==> src/rtl/mcb_pkg.sv <==
// mcb_pkg: types, codes and default sizes for the motion command buffer.
// Used by every module of the block; no dependencies of its own.
`default_nettype none

package mcb_pkg;

  localparam int MCB_FIFO_DEPTH   = 8;
  localparam int MCB_PAYLOAD_BITS = 32;

  // Port widths fixed by the field list
  localparam int S_TDATA_W = 48;
  localparam int S_TUSER_W = 2;
  localparam int M_TDATA_W = 48;
  localparam int M_TUSER_W = 3;
  localparam int LIMIT_W   = 4;

  localparam logic [LIMIT_W-1:0] LIMIT_RESET = 4'd5;

  // Input opcodes
  localparam logic [1:0] OP_START    = 2'd0;
  localparam logic [1:0] OP_COMMAND  = 2'd1;
  localparam logic [1:0] OP_FEEDBACK = 2'd2;

  // Move types
  localparam logic [3:0] MT_CANCEL     = 4'd0;
  localparam logic [3:0] MT_PAUSE      = 4'd1;
  localparam logic [3:0] MT_RESUME     = 4'd2;
  localparam logic [3:0] MT_LAST_VALID = 4'd8;

  // Feedback types
  localparam logic [2:0] FB_RECEIVED = 3'd0;
  localparam logic [2:0] FB_EXECUTED = 3'd1;
  localparam logic [2:0] FB_REJECTED = 3'd2;
  localparam logic [2:0] FB_FULL     = 3'd3;
  localparam logic [2:0] FB_NEED     = 3'd4;
  localparam logic [2:0] FB_ERROR    = 3'd5;

  // Result kinds
  localparam logic [1:0] KIND_CLIENT_FB = 2'd0;
  localparam logic [1:0] KIND_EXEC_CMD  = 2'd1;
  localparam logic [1:0] KIND_FORWARD   = 2'd2;
  localparam logic [1:0] KIND_EXIT      = 2'd3;

  typedef enum logic [1:0] {
    MODE_IDLE   = 2'd0,
    MODE_PAUSE  = 2'd1,
    MODE_RESUME = 2'd2,
    MODE_CANCEL = 2'd3
  } mode_t;

  typedef enum logic [1:0] {
    ST_IDLE,
    ST_EVAL,
    ST_EMIT
  } state_t;

  // One queued result; from_head takes type and payload from the FIFO head
  typedef struct packed {
    logic [1:0] kind;
    logic [2:0] fb;
    logic [7:0] data;
    logic [3:0] mt;
    logic       from_head;
  } slot_t;

  localparam slot_t SLOT_NONE = '0;

  // Controller to datapath
  typedef struct packed {
    logic       capture;
    logic       eval;
    logic [1:0] idx;
  } ctrl_cmd_t;

  // Datapath to controller
  typedef struct packed {
    logic [1:0] eval_count;
    logic [1:0] count;
  } ctrl_stat_t;

endpackage

`default_nettype wire

==> src/rtl/motion_command_buffer.sv <==
// motion_command_buffer: top level, joins the sequencer and the datapath.
// Depends on mcb_pkg, mcb_ctrl and mcb_datapath.
//
//   channel   | direction | handshake          | payload
//   ----------+-----------+--------------------+------------------------------
//   s_        | in        | s_tvalid/s_tready  | s_tuser opcode, s_tdata move
//             |           |                    | and executor feedback fields
//   m_        | out       | m_tvalid/m_tready  | m_tuser kind + exit, m_tdata
//             |           |                    | result fields, m_tlast
//   cfg       | in        | cfg_we             | cfg_data buffer limit
//
// An item has zero to three results. The single-issue sequencer takes the
// transfer, evaluates it against the run state, then emits the results in
// order while m_tready is high. The FIFO head read is registered.
// Reset clears the run state and sets the buffer limit to 5; FIFO entries are
// not cleared, as only entries below the fill count are ever read.
// A stalled result holds its payload; no new item is taken until the last
// result of the current one has gone.
`default_nettype none

module motion_command_buffer #(
  parameter int FIFO_DEPTH   = mcb_pkg::MCB_FIFO_DEPTH,
  parameter int PAYLOAD_BITS = mcb_pkg::MCB_PAYLOAD_BITS
) (
  input  wire                            clk,
  input  wire                            rst,
  // input item
  input  wire                            s_tvalid,
  output logic                           s_tready,
  // [3:0] move_type, [35:4] move_payload, [38:36] feedback_type,
  // [46:39] feedback_data, [47] zero
  input  wire  [mcb_pkg::S_TDATA_W-1:0]  s_tdata,
  // [1:0] opcode
  input  wire  [mcb_pkg::S_TUSER_W-1:0]  s_tuser,
  // result items
  output logic                           m_tvalid,
  input  wire                            m_tready,
  // [2:0] out_feedback, [10:3] out_data, [14:11] out_move_type,
  // [46:15] out_move_payload, [47] zero
  output logic [mcb_pkg::M_TDATA_W-1:0]  m_tdata,
  // [1:0] out_kind, [2] exit_move
  output logic [mcb_pkg::M_TUSER_W-1:0]  m_tuser,
  output logic                           m_tlast,
  // buffer limit register
  input  wire                            cfg_we,
  input  wire  [mcb_pkg::LIMIT_W-1:0]    cfg_data
);
  import mcb_pkg::*;

  ctrl_cmd_t  cmd;
  ctrl_stat_t stat;

  // sequencer: accept, evaluate, emit
  mcb_ctrl u_ctrl (
    .clk      (clk),
    .rst      (rst),
    .s_tvalid (s_tvalid),
    .s_tready (s_tready),
    .m_tvalid (m_tvalid),
    .m_tready (m_tready),
    .cmd      (cmd),
    .stat     (stat)
  );

  // run state, move FIFO and the result slots of one item
  mcb_datapath #(
    .FIFO_DEPTH   (FIFO_DEPTH),
    .PAYLOAD_BITS (PAYLOAD_BITS)
  ) u_datapath (
    .clk      (clk),
    .rst      (rst),
    .s_tdata  (s_tdata),
    .s_tuser  (s_tuser),
    .m_tdata  (m_tdata),
    .m_tuser  (m_tuser),
    .m_tlast  (m_tlast),
    .cfg_we   (cfg_we),
    .cfg_data (cfg_data),
    .cmd      (cmd),
    .stat     (stat)
  );

endmodule

`default_nettype wire

==> src/rtl/mcb_ctrl.sv <==
// mcb_ctrl: sequencer for the motion command buffer (accept, evaluate, emit).
// Depends on mcb_pkg.
`default_nettype none

module mcb_ctrl (
  input  wire                    clk,
  input  wire                    rst,
  input  wire                    s_tvalid,
  output logic                   s_tready,
  output logic                   m_tvalid,
  input  wire                    m_tready,
  output mcb_pkg::ctrl_cmd_t     cmd,
  input  mcb_pkg::ctrl_stat_t    stat
);
  import mcb_pkg::*;

  state_t     state, state_next;
  logic [1:0] idx, idx_next;

  always_ff @(posedge clk) begin
    if (rst) begin
      state <= ST_IDLE;
      idx   <= 2'd0;
    end else begin
      state <= state_next;
      idx   <= idx_next;
    end
  end

  always_comb begin
    state_next  = state;
    idx_next    = idx;
    s_tready    = 1'b0;
    m_tvalid    = 1'b0;
    cmd.capture = 1'b0;
    cmd.eval    = 1'b0;
    cmd.idx     = idx;
    case (state)
      ST_IDLE: begin
        s_tready = 1'b1;
        if (s_tvalid) begin
          cmd.capture = 1'b1;
          state_next  = ST_EVAL;
        end
      end
      ST_EVAL: begin
        cmd.eval = 1'b1;
        idx_next = 2'd0;
        state_next = (stat.eval_count != 2'd0) ? ST_EMIT : ST_IDLE;
      end
      ST_EMIT: begin
        m_tvalid = 1'b1;
        if (m_tready) begin
          if (idx == stat.count - 2'd1) begin
            idx_next   = 2'd0;
            state_next = ST_IDLE;
          end else begin
            idx_next = idx + 2'd1;
          end
        end
      end
      default: state_next = ST_IDLE;
    endcase
  end

endmodule

`default_nettype wire

==> src/rtl/mcb_datapath.sv <==
// mcb_datapath: input register, run state, move FIFO and result slots.
// Depends on mcb_pkg; steered by mcb_ctrl.
`default_nettype none

module mcb_datapath #(
  parameter int FIFO_DEPTH   = mcb_pkg::MCB_FIFO_DEPTH,
  parameter int PAYLOAD_BITS = mcb_pkg::MCB_PAYLOAD_BITS
) (
  input  wire                              clk,
  input  wire                              rst,
  input  wire  [mcb_pkg::S_TDATA_W-1:0]    s_tdata,
  input  wire  [mcb_pkg::S_TUSER_W-1:0]    s_tuser,
  output logic [mcb_pkg::M_TDATA_W-1:0]    m_tdata,
  output logic [mcb_pkg::M_TUSER_W-1:0]    m_tuser,
  output logic                             m_tlast,
  input  wire                              cfg_we,
  input  wire  [mcb_pkg::LIMIT_W-1:0]      cfg_data,
  input  mcb_pkg::ctrl_cmd_t               cmd,
  output mcb_pkg::ctrl_stat_t              stat
);
  import mcb_pkg::*;

  localparam int SB = (PAYLOAD_BITS < 32) ? PAYLOAD_BITS : 32;
  localparam int AW = $clog2(FIFO_DEPTH);
  localparam int CW = $clog2(FIFO_DEPTH + 1);
  localparam int LW = (CW > LIMIT_W) ? CW : LIMIT_W;
  localparam logic [AW-1:0] HEAD_LAST = AW'(FIFO_DEPTH - 1);
  localparam logic [AW:0]   DEPTH_T   = (AW + 1)'(FIFO_DEPTH);
  localparam logic [LW-1:0] DEPTH_L   = LW'(FIFO_DEPTH);

  // captured input item
  logic [1:0]    in_op;
  logic [3:0]    in_mt;
  logic [SB-1:0] in_pl;
  logic [2:0]    in_ft;
  logic [7:0]    in_fd;

  // run state
  logic [LIMIT_W-1:0] buffer_limit;
  logic [AW-1:0]      fifo_head;
  logic [CW-1:0]      fifo_count;
  mode_t              run_mode;
  logic               first_dispatched;
  logic [7:0]         sent_count;

  // FIFO store: move type over payload
  logic [SB+3:0] fifo_mem [FIFO_DEPTH];
  logic [SB+3:0] rd_entry;

  // results of the current item
  slot_t         slot [3];
  logic [SB-1:0] cmd_pl;
  logic [1:0]    n_res;
  logic          leave;

  // evaluation
  logic [AW-1:0] cur_head, head_next;
  logic [CW-1:0] cur_count, count_next;
  mode_t         cur_mode, mode_next;
  logic          cur_first, first_next;
  logic [7:0]    cur_sent, sent_next, sent_inc;
  logic [LW-1:0] lim, lim_cfg;
  logic [AW:0]   tail_sum;
  logic [AW-1:0] tail;
  logic          allowed;
  logic          wr_en;
  slot_t         slot_next [3];
  logic [SB-1:0] cmd_pl_next;
  logic [1:0]    k;
  logic          leave_next;

  always_ff @(posedge clk) begin
    if (cmd.capture) begin
      in_op <= s_tuser;
      in_mt <= s_tdata[3:0];
      in_pl <= s_tdata[4 +: SB];
      in_ft <= s_tdata[38:36];
      in_fd <= s_tdata[46:39];
    end
  end

  always_ff @(posedge clk) begin
    if (rst) begin
      buffer_limit     <= LIMIT_RESET;
      fifo_head        <= '0;
      fifo_count       <= '0;
      run_mode         <= MODE_IDLE;
      first_dispatched <= 1'b0;
      sent_count       <= 8'd0;
      n_res            <= 2'd0;
    end else begin
      if (cfg_we) buffer_limit <= cfg_data;
      if (cmd.eval) begin
        fifo_head        <= head_next;
        fifo_count       <= count_next;
        run_mode         <= mode_next;
        first_dispatched <= first_next;
        sent_count       <= sent_next;
        n_res            <= k;
      end
    end
  end

  always_ff @(posedge clk) begin
    if (cmd.eval) begin
      slot   <= slot_next;
      cmd_pl <= cmd_pl_next;
      leave  <= leave_next;
    end
  end

  always_ff @(posedge clk) begin
    if (cmd.eval && wr_en) fifo_mem[tail] <= {in_mt, in_pl};
    rd_entry <= fifo_mem[fifo_head];
  end

  always_comb begin
    lim_cfg = LW'(buffer_limit);
    lim     = (lim_cfg > DEPTH_L) ? DEPTH_L : lim_cfg;

    if (in_op == OP_START) begin
      cur_head  = '0;
      cur_count = '0;
      cur_mode  = MODE_IDLE;
      cur_first = 1'b0;
      cur_sent  = 8'd0;
    end else begin
      cur_head  = fifo_head;
      cur_count = fifo_count;
      cur_mode  = run_mode;
      cur_first = first_dispatched;
      cur_sent  = sent_count;
    end
    sent_inc = cur_sent + 8'd1;

    tail_sum = (AW + 1)'(cur_head) + (AW + 1)'(cur_count);
    if (tail_sum >= DEPTH_T) tail_sum = tail_sum - DEPTH_T;
    tail = tail_sum[AW-1:0];

    head_next   = fifo_head;
    count_next  = fifo_count;
    mode_next   = run_mode;
    first_next  = first_dispatched;
    sent_next   = sent_count;
    wr_en       = 1'b0;
    slot_next   = '{SLOT_NONE, SLOT_NONE, SLOT_NONE};
    cmd_pl_next = '0;
    k           = 2'd0;
    leave_next  = 1'b0;
    allowed     = 1'b0;

    case (in_op)
      OP_START, OP_COMMAND: begin
        head_next  = cur_head;
        count_next = cur_count;
        mode_next  = cur_mode;
        first_next = cur_first;
        sent_next  = cur_sent;
        if (in_mt > MT_LAST_VALID) begin
          allowed = 1'b0;
        end else begin
          case (cur_mode)
            MODE_CANCEL: allowed = in_mt inside {MT_CANCEL, MT_PAUSE};
            MODE_PAUSE:  allowed = in_mt inside {MT_CANCEL, MT_PAUSE, MT_RESUME};
            default:     allowed = 1'b1;
          endcase
        end
        if (!allowed) begin
          slot_next[0] = '{kind: KIND_CLIENT_FB, fb: FB_REJECTED, data: 8'd0,
                           mt: 4'd0, from_head: 1'b0};
          k          = 2'd1;
          leave_next = (cur_count == '0);
        end else begin
          if (cur_mode == MODE_IDLE && in_mt == MT_PAUSE) mode_next = MODE_PAUSE;
          else if (cur_mode == MODE_PAUSE && in_mt == MT_RESUME) mode_next = MODE_RESUME;
          else if (in_mt == MT_CANCEL) mode_next = MODE_CANCEL;

          if (in_mt inside {MT_PAUSE, MT_RESUME, MT_CANCEL}) begin
            slot_next[0] = '{kind: KIND_CLIENT_FB, fb: FB_RECEIVED, data: 8'd0,
                             mt: 4'd0, from_head: 1'b0};
            slot_next[1] = '{kind: KIND_EXEC_CMD, fb: 3'd0, data: 8'd0,
                             mt: (in_mt == MT_CANCEL) ? MT_PAUSE : in_mt,
                             from_head: 1'b0};
            k = 2'd2;
            if (in_mt == MT_CANCEL) begin
              count_next = '0;
              head_next  = '0;
            end else begin
              cmd_pl_next = in_pl;
            end
          end else if (LW'(cur_count) >= lim) begin
            slot_next[0] = '{kind: KIND_CLIENT_FB, fb: FB_FULL, data: 8'd0,
                             mt: 4'd0, from_head: 1'b0};
            k = 2'd1;
          end else begin
            wr_en      = 1'b1;
            count_next = cur_count + CW'(1);
            sent_next  = sent_inc;
            slot_next[0] = '{kind: KIND_CLIENT_FB, fb: FB_RECEIVED, data: sent_inc,
                             mt: 4'd0, from_head: 1'b0};
            k = 2'd1;
            if (LW'(count_next) < lim) begin
              slot_next[1] = '{kind: KIND_CLIENT_FB, fb: FB_NEED, data: sent_inc,
                               mt: 4'd0, from_head: 1'b0};
              k = 2'd2;
            end
            if (!cur_first) begin
              first_next   = 1'b1;
              slot_next[k] = '{kind: KIND_EXEC_CMD, fb: 3'd0, data: 8'd0,
                               mt: 4'd0, from_head: 1'b1};
              k = k + 2'd1;
            end
          end
        end
      end
      OP_FEEDBACK: begin
        if (in_ft == FB_EXECUTED) begin
          if (run_mode == MODE_CANCEL) begin
            slot_next[0] = '{kind: KIND_EXEC_CMD, fb: 3'd0, data: 8'd0,
                             mt: MT_CANCEL, from_head: 1'b0};
            k          = 2'd1;
            leave_next = 1'b1;
          end else begin
            if (run_mode == MODE_IDLE && fifo_count != '0) begin
              head_next  = (fifo_head == HEAD_LAST) ? '0 : fifo_head + AW'(1);
              count_next = fifo_count - CW'(1);
            end
            if (run_mode == MODE_RESUME) mode_next = MODE_IDLE;
            slot_next[0] = '{kind: KIND_FORWARD, fb: in_ft, data: in_fd,
                             mt: 4'd0, from_head: 1'b0};
            k = 2'd1;
            if (mode_next == MODE_IDLE) begin
              if (count_next == '0) begin
                leave_next = 1'b1;
              end else begin
                slot_next[1] = '{kind: KIND_EXEC_CMD, fb: 3'd0, data: 8'd0,
                                 mt: 4'd0, from_head: 1'b1};
                k = 2'd2;
                if (LW'(count_next) + LW'(1) == lim) begin
                  slot_next[2] = '{kind: KIND_CLIENT_FB, fb: FB_NEED,
                                   data: sent_count, mt: 4'd0, from_head: 1'b0};
                  k = 2'd3;
                end
              end
            end
          end
        end else if (in_ft == FB_ERROR) begin
          slot_next[0] = '{kind: KIND_FORWARD, fb: in_ft, data: in_fd,
                           mt: 4'd0, from_head: 1'b0};
          k          = 2'd1;
          leave_next = 1'b1;
        end else if (in_ft inside {FB_RECEIVED, FB_NEED}) begin
          k = 2'd0;
        end else begin
          leave_next = (fifo_count == '0);
        end
      end
      default: ;
    endcase

    // exit with nothing else to say: one exit-only result
    if (leave_next && k == 2'd0) begin
      slot_next[0] = '{kind: KIND_EXIT, fb: 3'd0, data: 8'd0, mt: 4'd0,
                       from_head: 1'b0};
      k = 2'd1;
    end
  end

  assign stat.eval_count = k;
  assign stat.count      = n_res;

  // output selection
  slot_t         cur_slot;
  logic [31:0]   out_pl;
  logic [3:0]    out_mt;
  logic          is_last;

  always_comb begin
    cur_slot = slot[cmd.idx];
    is_last  = (cmd.idx == n_res - 2'd1);
    if (cur_slot.from_head) begin
      out_mt = rd_entry[SB+3:SB];
      out_pl = 32'(rd_entry[SB-1:0]);
    end else begin
      out_mt = cur_slot.mt;
      out_pl = (cur_slot.kind == KIND_EXEC_CMD) ? 32'(cmd_pl) : 32'd0;
    end
    m_tdata = {1'b0, out_pl, out_mt, cur_slot.data, cur_slot.fb};
    m_tuser = {is_last & leave, cur_slot.kind};
    m_tlast = is_last;
  end

endmodule

`default_nettype wire

==> config.mk <==
export PLATFORM = sky130hd
export DESIGN_NAME = motion_command_buffer
export DESIGN_NICKNAME = d
export VERILOG_FILES = /design/src/rtl/mcb_pkg.sv /design/src/rtl/motion_command_buffer.sv /design/src/rtl/mcb_ctrl.sv /design/src/rtl/mcb_datapath.sv
export SDC_FILE = /design/constraint.sdc
export NUM_CORES = 1
export LEC_CHECK = 0
export ABC_CLOCK_PERIOD_IN_PS = 6900
export BUFFER_PORTS_ARGS = -buffer_cell sky130_fd_sc_hd__buf_2
export CORE_MARGIN = 2
export CORE_UTILIZATION = 63
export CTS_BUF_LIST = sky130_fd_sc_hd__clkbuf_2 sky130_fd_sc_hd__clkbuf_4 sky130_fd_sc_hd__clkbuf_8
export DETAILED_ROUTE_END_ITERATION = 12
export PLACE_DENSITY_LB_ADDON = 0.15
export SLEW_MARGIN = 0
export SYNTH_ARGS = -nofsm -noshare
export SYNTH_HDL_FRONTEND = slang
export SYNTH_SLANG_ARGS = --single-unit
==> constraint.sdc <==
create_clock -name clk -period 6.9 [get_ports clk]
set_input_delay 2.07 -clock clk [delete_from_list [all_inputs] [get_ports clk]]
set_output_delay 2.07 -clock clk [all_outputs]
set_load 0.005 [all_outputs]
**Word-level counts from Yosys, hierarchy flattened**

Memory sizes are Yosys's and may differ from the RTL's. A register that Yosys moved wholly into a read port is not among the register bits.
Index checks and enable logic that the tools add are counted.

- Register bits: 164
- Memory bits (writable): 288
- Word-level logic and storage cells: 233
- Memories: 1

Memories:

| name | depth | bits a word | read ports | clocked after memory_dff | wr ports | line | RTL |
|---|---|---|---|---|---|---|---|
| u_datapath.fifo_mem | 8 | 36 | 1 | 1 | 1 | mcb_datapath.sv:47 | `logic [SB+3:0] fifo_mem [FIFO_DEPTH];` |

- Add/subtract/negate cells: 10
- Magnitude comparators: 8
- Equality and inequality tests: 23
- Muxes and demuxes: 120
- Bitwise gates (word level): 9
- Reduce and logical (&&, ||, !) cells: 31

Operators with widths:

| cell | count |
|---|---|
| $mux W18 | 13 |
| $mux W36 | 6 |
| $pmux W54 S2 | 1 |
| $mux W32 | 2 |
| $mux W2 | 31 |
| $mux W4 | 14 |
| $mux W54 | 1 |
| $and A44 B48 Y48 | 1 |
| $not A48 Y48 | 1 |
| $bmux W18 S2 | 1 |
| $demux W18 S2 | 1 |
| $mux W35 | 1 |
| $mux W16 | 2 |
| $mux W8 | 4 |
| $mux W3 | 9 |
| $mux W1 | 26 |
| $logic_not A4 Y1 | 4 |
| $logic_not A2 Y1 | 6 |
| $pmux W2 S2 | 3 |
| $eq A2 B2 Y1 const B | 5 |
| $reduce_bool A2 Y1 | 5 |
| $eq A3 B3 Y1 const B | 3 |
| $add A4 B1 Y4 const B | 2 |
| $add A8 B1 Y8 const B | 1 |
| other kinds (38) | 58 |

**Depth between registers and ports, before layout**

- Word-level depth: 21
- Mapped depth: 19
- Gate-level depth less buffers: 16

**Modules after synthesis**

From an unflattened synthesis, not the netlist that was laid out.

- Cell total of the unflattened synthesis: 1110
- Area total of the unflattened synthesis: 18770.5 µm²

By module, submodules not included:

| module | times used | cells an instance | area an instance (µm²) | seq. area each (µm²) |
|---|---|---|---|---|
| mcb_datapath | 1 | 1081 | 18530.3 | 13452.9 |
| mcb_ctrl | 1 | 29 | 240.2 | 80.1 |

**Least setup slack after synthesis**

No wires, ideal clock.

- Path type: register to register
- Start: reg u_datapath.in_op[1]
- End: mem u_datapath.fifo_mem[2][0] in the netlist's numbering, enable pin
- Setup time: 474 ps
- Arrival: 5263 ps
- Path slack: 1163 ps
- Stages on the path, launching flop included: 13
- Buffers on the path: 3
- Clock period less this slack: 5737 ps
- Cell sequence: edfxtp_1 > clkbuf_1 > or2_2 > clkbuf_1 > clkbuf_1 > nand2_1 > ha_1 > nand2b_1 > a211o_1 > a2111oi_4 > and2_0 > nand2b_1 > nor3_1

- Cells in the longest elaborated chain, start to end: 11

Ends and longest elaborated chain:

| item | line | RTL |
|---|---|---|
| start: declaration | mcb_datapath.sv:32 | `logic [1:0] in_op;` |
| start signal: assignment | mcb_datapath.sv:74 | `in_op <= s_tuser;` |
| branches (longest 11 deep; another with $ge A4 B4 Y1) | n/a |  |
| end: declaration | mcb_datapath.sv:47 |  |

Several ways; the timed one is not identified. The select of a mux whose other input is x is not followed.

**Worst setup path after layout**

- Start: reg u_ctrl.idx[0]
- End: out m_tdata[12] in the netlist's numbering

- Cells in the longest elaborated chain, start to end: 5

Ends and longest elaborated chain:

| item | line | RTL |
|---|---|---|
| start: declaration | mcb_ctrl.sv:18 | `logic [1:0] idx, idx_next;` |
| start signal: assignment | mcb_ctrl.sv:26 | `idx <= idx_next;` |
| $not A2 Y3 (not written as such) | mcb_datapath.sv:279 | `cur_slot = slot[cmd.idx];` |
| $bmux W18 S2 | mcb_datapath.sv:279 |  |
| $mux W18 (not written as such) (2 in series) | mcb_datapath.sv:279 |  |
| $mux W4 | mcb_datapath.sv:281 | `if (cur_slot.from_head) begin` |
| end: declaration | motion_command_buffer.sv:40 | `output logic [mcb_pkg::M_TDATA_W-1:0] m_tdata,` |

No other way between the ends. The select of a mux whose other input is x is not followed.

==> reports/qor.yml <==
run_status: "complete, no violations"
yosysSeqAreaShare: 0.7143
place_congestion: 0.8809
fin_crit_ns: 5.641
p_sw_w: 0.001306
die_h_um: 177.4
die-area_um2: 31480
ant_nets: 0
r2r_cells: 17
routed_wl_mm: 38.39
portBuffers: 110
ctsHoldBuffers: 0
drv_cap: 0
slew_violations: 0
max_slew_margin: 0.2565
start_kind: "flop"
ys.flop_type: "edfxtp_1"
crit_slowest_cell: "dfxtp_1"
cp_cell_sequence: "nor2b_1, nand2_1, nand2_2, buf_4, nand2_1, o21ai_0, buf_2"
fmax_ghz: 0.1773
die_w_um: 177.4
tritoncts: "done"
grt_max_degree: 75
rsz0062_at_grt: "false"
setup_tns_ns: 0
critical_path_class: "flop to primary output"
globalRouteTotalUtil: 0.2498
finalSetupViolations: 0
worst_slew_pin_slew_ns: 1.115
grt_pass1_vias: 10330
hold-worst-slack_ns: 0.4969
drc: 0
dp_hpwl_mm: 20.79
start_util: 0.6393
numCtsBuffers: 75
clkTransAtPathRegs_ns: 0.06
peakVddDrop_v: 0.0001808
grt_overflow: 0
worstPathMaxFanout: 40
nets: 1345
power_density_nw_per_um2: 276.7
cts_resized: 0
hold_viol_final: 0
async_reset_ff_frac: 0
io_pins: 113
layout-drive-gt1-share: 0.3049
sequentialPowerShare: 0.545
finalCritPeriodShare: 0.8176
synth.distinct_cells: 73
dr.first_iter.drc_count: 1077
num-fill-cells: 1876
p_sw_frac: 0.2192
cp.arrival_ns: 3.57
fin_skew_ns: 0.03569
p_int_w: 0.004652
max_stage_delay_ns: 0.92
syn_to_final_growth_pct: 13.64
h-tree-depth: 3
clock_sinks: 472
first_pass_iters: 5
worstPathRequired_ns: 4.83
grt_antenna_before_repair: 0
post_cts_buffers: 0
routed_via_density: 6.074
synthCells: 1114
power_frac_clock: 0.403
whs_path_depth: 2
p_comb_frac: 0.051
antennaDiodeCount: 0
std_cell_rows: 63
ys_warn_count: 0
grt_pass1_wl_mm: 58.51
total_leakage_power_nw: 7.346
syn-cell-area_um2: 18950
cpMostUsedCell: "nand2_1"
cts_buffer_depth: 3
cp-end-kind: "primary output"
hp-class: "flop to flop"
synth.avg_cell_area_um2: 17.01
root_buffer: "clkbuf_8"
core_um2: 29640
synth_edf_count: 408
vias: 10420
ys_ff_latch: 472
wl_per_cell_um: 22.38
clock_latency_ns: 0.60
worst max-delay path: cells and delay by family, from the launching register on:
family	cells	cell delay, ns
simple gates	4	1.08
flops	1	0.92
buf+inv	2	0.71
compound gates	1	0.26
final cells by class:
class / count / area [um2] / area share
repair buffers: 131 / 720.7 / 0.03347
clock inverters: 18 / 155.1 / 0.007206
clock buffers: 118 / 1405 / 0.06526
flip-flops and latches: 472 / 13540 / 0.6288
well taps: 390 / 488.0 / 0.02266
inverters: 19 / 71.32 / 0.003312
multi-input cells: 567 / 5151 / 0.2392
registers in the layout (all words and copies together) (netlist names):
register / cells
u_datapath.run_mode: 2
u_datapath.fifo_head: 3
u_datapath.buffer_limit: 4
u_datapath.in_pl: 32
u_datapath.in_mt: 4
u_datapath.in_ft: 3
u_datapath.n_res: 2
u_ctrl.idx: 2
u_datapath.leave: 1
u_datapath.in_op: 2
u_datapath.rd_entry: 36
u_ctrl.state: 2
u_datapath.in_fd: 8
u_datapath.fifo_count: 4
u_datapath.first_dispatched: 1
u_datapath.slot: 38
u_datapath.sent_count: 8
u_datapath.fifo_mem: 288
u_datapath.cmd_pl: 32
final timing paths:
kind | startpoint | slack, ns | endpoint
worst max-delay path | u_ctrl.idx[0]$_SDFFE_PP0P_ | 1.26 | m_tdata[12]
worst min-delay path | u_datapath.first_dispatched$_SDFFE_PP0P_ | 0.50 | u_datapath.first_dispatched$_SDFFE_PP0P_
worst max register to register | u_datapath.in_op[1]$_DFFE_PP_ | 1.93 | u_datapath.slot[52]$_SDFFCE_PP1P_
worst min register to register | u_datapath.first_dispatched$_SDFFE_PP0P_ | 0.50 | u_datapath.first_dispatched$_SDFFE_PP0P_
power groups by stage:
stage,Sequential [W],Clock [W],Combinational (W)
after global routing,0.00326,0.00256,0.000331
after global placement,0.00330,0,0.000297
final,0.00325,0.00240,0.000307
after CTS,0.00325,0.00245,0.000304
after floorplan,0.00328,0,0.000205
after detailed placement,0.00331,0,0.000302
cells in the mapped netlist, drive strengths merged, types with 14 or more instances:
| master | count | share of area |
|---|---|---|
| mux4 | 72 | 0.086 |
| a22o | 37 | 0.017 |
| nand2 | 56 | 0.011 |
| a21oi | 28 | 0.0074 |
| mux2 | 37 | 0.022 |
| mux2i | 21 | 0.011 |
| edfxtp | 408 | 0.65 |
| o21ai | 40 | 0.011 |
| buf | 20 | 0.0061 |
| dfxtp | 64 | 0.068 |
| inv | 19 | 0.0038 |
| and2 | 44 | 0.015 |
| nand2b | 14 | 0.0046 |
| ha | 19 | 0.013 |
| nor2 | 47 | 0.0093 |
| clkbuf | 38 | 0.0081 |
layout by cell type (no fill, tap or decap), drive strengths merged, types with 4 or more instances in the layout:
cell type and instances:
clkinv 10, nor2 47, nand3 11, buf 131, nor3 13, and2 44
inv 25, mux2i 21, o21ai 40, a22oi 6, nor3b 13, nor4 4
xnor2 6, xor2 7, mux2 37, edfxtp 408, a22o 37, a211oi 6
ha 19, and3 6, a21o 4, nand2 56, mux4 72, clkbuf 118
a21oi 28, o31ai 6, dfxtp 64, nand2b 14, nor2b 13
metrics by stage:
step | instances | total power (W) | utilization | instance area [um2] | worst slack [ns]
finish | 1715 | 0.005958 | 0.7264 | 21530 | 1.259
global route | 1715 | 0.006151 | 0.7264 | 21530 | 1.137
CTS | 1715 | 0.006004 | 0.7264 | 21530 | 1.255
detailed placement | 1579 | 0.003609 | 0.6738 | 19970 | 1.954
global placement | 1579 | 0.003598 | 0.6738 | 19970 | 2.041
floorplan | 1116 | 0.003481 | - | 18950 | 1.163
layer usage:
layer / vias to the layer above / share of wire / track usage
met3: 69 / 0.064 / 0.04049
met5: - / 0 / 0
met1: 5255 / 0.44 / 0.3681
li1: 4692 / - / -
met4: 0 / 0.023 / 0.07753
met2: 401 / 0.47 / 0.3903
cells by family (layout without fill, tap and decap cells):
family	count (synthesis)	count (layout)	share of synthesized area
DFF	472	472	0.7143
and+or+nand+nor	241	241	0.06888
AOI/OAI and AO/OA	160	160	0.06042
muxes	130	130	0.1187
buffers and inverters	77	286	0.01796
adders and majority gates	20	20	0.01360
xor gates and xnor gates	13	13	0.006009
other	1	3	0.0001979
No activity file was read; power rests on OpenSTA's default activity.
